### src/hdl/assert_macros.svh
// ----------------------------------------------------------------------------
// assert_macros.svh
// shared assertion macros, clocked on clk and disabled while rst is high
// ----------------------------------------------------------------------------
`ifndef ASSERT_MACROS_SVH
`define ASSERT_MACROS_SVH

// property must hold at every clock edge out of reset
`define ASSERT_CLK(label, prop, msg) \
  label: assert property (@(posedge clk) disable iff (rst) (prop)) else $error(msg);

// expression must never be true out of reset
`define ASSERT_NEVER(label, expr, msg) \
  label: assert property (@(posedge clk) disable iff (rst) !(expr)) else $error(msg);

`endif

### src/hdl/ira_pkg.sv
// ----------------------------------------------------------------------------
// ira_pkg
// types and constants of the IRA LDPC parity encoder
// ----------------------------------------------------------------------------
`default_nettype none

package ira_pkg;

  localparam int ACC_BITS = 32;
  localparam int CNT_W    = 6;
  localparam int IDX_W    = 8;
  localparam int PIDX_W   = 5;

  localparam logic [CNT_W-1:0] PARITY_RESET = 6'd32;

  localparam logic REQ_LOAD = 1'b0;
  localparam logic REQ_INFO = 1'b1;

  typedef struct packed {
    logic                req_type;
    logic [IDX_W-1:0]    info_index;
    logic [ACC_BITS-1:0] check_mask;
    logic                info_bit;
    logic                frame_last;
  } req_item_t;

  typedef struct packed {
    logic              code_bit;
    logic              is_parity;
    logic [PIDX_W-1:0] parity_index;
    logic              run_last;
  } res_item_t;

  // systematic result offered to the output serializer
  typedef struct packed {
    logic                valid;
    logic                code_bit;
    logic                start_par;
    logic [ACC_BITS-1:0] par_word;
    logic [PIDX_W-1:0]   last_idx;
  } sys_req_t;

endpackage

`default_nettype wire

### src/hdl/ira_par_ser.sv
// ----------------------------------------------------------------------------
// ira_par_ser
// output register and parity serializer: emits the systematic echo, then the
// accumulator chain of a finished frame one parity bit per transaction
// ----------------------------------------------------------------------------
`default_nettype none
`include "assert_macros.svh"

module ira_par_ser (
  input  wire logic               clk,
  input  wire logic               rst,
  input  wire ira_pkg::sys_req_t  sys,
  output logic                    take,
  output logic                    res_valid,
  input  wire logic               res_ready,
  output ira_pkg::res_item_t      res
);
  import ira_pkg::*;

  logic                par_busy;
  logic [ACC_BITS-1:0] par_word;
  logic                par_chain;
  logic [PIDX_W-1:0]   par_idx;
  logic [PIDX_W-1:0]   par_last_idx;
  logic                par_bit_next;
  logic                par_done;
  logic                load;

  assign load         = !res_valid || res_ready;
  assign take         = sys.valid && load && !par_busy;
  assign par_bit_next = par_chain ^ par_word[0];
  assign par_done     = (par_idx == par_last_idx);

  always_ff @(posedge clk) begin
    if (rst) begin
      res_valid <= 1'b0;
      par_busy  <= 1'b0;
    end else if (load) begin
      if (par_busy) begin
        res_valid        <= 1'b1;
        res.code_bit     <= par_bit_next;
        res.is_parity    <= 1'b1;
        res.parity_index <= par_idx;
        res.run_last     <= par_done;
        par_chain        <= par_bit_next;
        par_word         <= par_word >> 1;
        par_idx          <= par_idx + PIDX_W'(1);
        if (par_done) begin
          par_busy <= 1'b0;
        end
      end else if (sys.valid) begin
        res_valid        <= 1'b1;
        res.code_bit     <= sys.code_bit;
        res.is_parity    <= 1'b0;
        res.parity_index <= '0;
        res.run_last     <= !sys.start_par;
        if (sys.start_par) begin
          par_busy     <= 1'b1;
          par_word     <= sys.par_word;
          par_chain    <= 1'b0;
          par_idx      <= '0;
          par_last_idx <= sys.last_idx;
        end
      end else begin
        res_valid <= 1'b0;
      end
    end
  end

  `ASSERT_NEVER(a_idx_range, par_busy && (par_idx > par_last_idx), "parity index past end")
  `ASSERT_CLK(a_par_first,
    res_valid && res_ready && !res.is_parity && !res.run_last |=>
      res_valid && res.is_parity && (res.parity_index == '0),
    "parity run does not follow systematic echo")
  `ASSERT_CLK(a_par_step,
    res_valid && res_ready && res.is_parity && !res.run_last |=>
      res_valid && res.is_parity &&
      (res.parity_index == PIDX_W'($past(res.parity_index) + PIDX_W'(1))),
    "parity index not consecutive")

endmodule

`default_nettype wire

### config.mk
export PLATFORM = sky130hd
export DESIGN_NAME = ira_par_ser
export DESIGN_NICKNAME = d
export VERILOG_FILES = /design/src/hdl/ira_pkg.sv /design/src/hdl/ira_par_ser.sv
export VERILOG_INCLUDE_DIRS = /design/src /design/src/hdl
export SDC_FILE = /design/constraint.sdc
export NUM_CORES = 1
export LEC_CHECK = 0
export BUFFER_PORTS_ARGS = -buffer_cell sky130_fd_sc_hd__buf_2
export CORE_MARGIN = 5
export CORE_UTILIZATION = 59
export CTS_BUF_LIST = sky130_fd_sc_hd__clkbuf_4 sky130_fd_sc_hd__clkbuf_8
export CTS_CLUSTER_SIZE = 24
export DETAILED_ROUTE_END_ITERATION = 10
export PLACE_DENSITY = 0.84
export SLEW_MARGIN = 25
export SYNTH_ARGS = -nofsm -noshare
export SYNTH_HDL_FRONTEND = slang
export SYNTH_SLANG_ARGS = --single-unit
### constraint.sdc
create_clock -name clk -period 7.7 [get_ports clk]
set_input_delay 1.54 -clock clk [delete_from_list [all_inputs] [get_ports clk]]
set_output_delay 1.54 -clock clk [all_outputs]
set_load 0.1 [all_outputs]
==> metrics.txt <==
Clock Sinks=53; R2R depth=3; htree depth=2; final setup fails=0; Multi-input gate area=641 um2; vias in the first global route=1242; Switch Pwr=0.000134 W; Flop pwr share=0.617; DR iter-0 viols=67; NumNets Final=229; fin. max-slew vios=0; routed length per instance=14.6 um; Worst-path clk slew=0.08 ns; syn_nets=176; maximum VDD drop=0.000169 V; internal power=0.000425 W; Max Cap Viol=0; CP Capture Type=output pin; Remaining Overflow, GRT=0; PD cells=213 mW/mm2; CTS tree=yes; critical path type=primary input to output pin; Cell Area, Synth=0.00224 mm2; via count=1225; vias per std cell=5.24; Synth Flop Type=edfxtp_1; Slew HR=0.344; Synth warnings=0; core area=0.00366 mm2; placed inst area=0.00254 mm2; total iterations of the first detailed-routing run=4; number of flops mapped to enable cells by yosys=51; post-CTS setup buffers=0; DRT met1 WL=1470 um; share of layout cells above drive strength 1=0.516; Fillers=245; ys async rst share=0; crit share post-route=0.522; Root Buffer=clkbuf_8; clock skew=0.00525 ns; switching share of power=0.239; Setup TNS=0 ns; highest metal layer with signal wires=met4; Row Count=22; cts bufs inserted=5; metal2 WL=1610 um; chip width=71.6 um; post-route setup slack=3.68 ns; status=complete, no violations; hold buffers post-CTS=0; startpoint type of the worst setup path=primary input; Worst Path Arrival=2.48 ns; Mapped Cells=132; worst-margin pin slew=0.984 ns; IO Pins=53; effective utilization at floorplan=0.611; Worst Path Required=6.16 ns; Routed Wire Length=3420 um; routability cong.=0.786; initial antenna violation count=0; RSZ-0062 raised after global routing=no; placed cells=226; Routed Antenna Nets=0; Post-CTS Resized=0; synthesis-to-layout area growth=17.3%; die area=0.00513 mm2; FF+latch area=0.00157 mm2; clock network power share=0.256; Comb pwr share=0.127; min cycle time layout=4.02 ns; Hold Path Stages=1; Netlist cell types=24; met3 wire length=293 um; Crit Path Max Fanout=7; pre-CTS WS=3.72 ns; I/O Buffers=52; first-pass GRT wire length=5640 um; total power=0.000559 W; reg-to-reg slack, setup=5.35 ns; # DRC=0; die height=71.6 um; total inserted antenna cells=0; maximum number of pins on one net before global-route repair=54; Syn Area/Cell=17.0 um2; P_leak=0.972 nW; Total GRT Usage=0.145; dpl hpwl=2460 um; flops & latches, synth=53; Hold Crit Class=flip-flop to flip-flop; Final Hold Fails=0; fmax=0.249 GHz; Final Cell Area=0.00263 mm2; Seq/Total Area, Yosys=0.702; worst-skew pair later-pin latency=0.29 ns; Final Instance Count excl. Fillers=234; deepest clock path buffer count=2
==> stage by stage <==
| stage | hold WS, ns | util |
|---|---|---|
| after floorplan | 0.403 | - |
| after global placement | 0.525 | 0.694 |
| final | 0.552 | 0.717 |
| after detailed placement | 0.534 | 0.694 |
| after CTS | 0.555 | 0.716 |
| after global routing | 0.570 | 0.717 |
==> kinds of logic (layout without fill, tap and decap cells) <==
group | after synthesis | count (layout) | share of synthesized area
buf+inv | 8 | 62 | 0.0162
mux | 32 | 32 | 0.161
flops | 53 | 53 | 0.702
xor+xnor | 9 | 9 | 0.0386
compound gates | 4 | 4 | 0.0129
fa+ha+maj | 1 | 1 | 0.00559
simple gates | 25 | 25 | 0.0637
==> sequential cells by signal (all words and copies together), names as in the netlist <==
signal	cells
par_busy	1
par_chain	1
par_idx	5
par_last_idx	5
par_word	32
res	8
res_valid	1
==> cells in the final DEF, fill, tap and decap left out <==
cell type	n
xor2_1	2
o311a_1	1
ha_1	1
nor2b_1	3
and2_1	9
nor2_1	2
clkinv_1	2
clkinv_2	1
edfxtp_1	51
xnor2_1	6
o22ai_1	1
nand4_1	1
mux2_2	32
dfxtp_1	1
buf_4	1
dfxtp_2	1
nor3_2	2
a21oi_1	1
nor3_1	1
nand2_1	2
xnor2_2	1
nor3b_1	1
nand3_1	2
clkbuf_8	5
o21bai_1	1
buf_2	52
nor4_1	1
inv_1	1
and2_2	1
==> power groups by stage <==
stage / clock, W / combinational [W] / sequential [W]
floorplan: 0 / 0.0000377 / 0.000366
global placement: 0 / 0.0000693 / 0.000351
detailed placement: 0 / 0.0000716 / 0.000352
CTS: 0.000149 / 0.0000717 / 0.000345
global route: 0.000162 / 0.0000761 / 0.000347
finish: 0.000143 / 0.0000710 / 0.000345
==> final timing paths <==
check                               from                 endpoint
setup reg to reg   par_busy$_SDFFE_PP0N_  par_chain$_SDFFCE_PN0P_
hold reg to reg   par_word[25]$_DFFE_PP_   par_word[24]$_DFFE_PP_
hold / removal    par_word[25]$_DFFE_PP_   par_word[24]$_DFFE_PP_
setup / recovery               res_ready                     take
==> cell usage after synthesis (all sizes together), types with 2 or more instances <==
master | number | area (um2)
dfxtp | 2 | 40.0
xnor2 | 7 | 68.8
nor2 | 2 | 7.51
and2 | 10 | 63.8
nand3 | 2 | 10.0
nor2b | 3 | 18.8
buf | 5 | 25.0
mux2 | 32 | 360
nor3 | 3 | 15.0
clkbuf | 2 | 7.51
xor2 | 2 | 17.5
edfxtp | 51 | 1530
nand2 | 2 | 7.51
==> per-layer routing <==
| metal | track usage | vias to the layer above |
|---|---|---|
| li1 | - | 599 |
| met1 | 0.186 | 574 |
| met2 | 0.224 | 46 |
| met3 | 0.0547 | 6 |
| met4 | 0.0564 | 0 |
| met5 | 0 | - |
==> final cells by class <==
type / count / share of cell area
Clock buffer: 5 / 0.0262
Clock inverter: 3 / 0.00476
Inverter: 1 / 0.00143
Multi-Input combinational cell: 71 / 0.244
Tap cell: 48 / 0.0229
Sequential cell: 53 / 0.599
Timing Repair Buffer: 53 / 0.102
==> worst max-delay path: stages <==
cell     delay (ns)
buf_2          0.10
nor2b_1        0.41
nor3b_1        0.10
buf_2          0.34
Note: power is estimated with default switching activity, not from simulation.
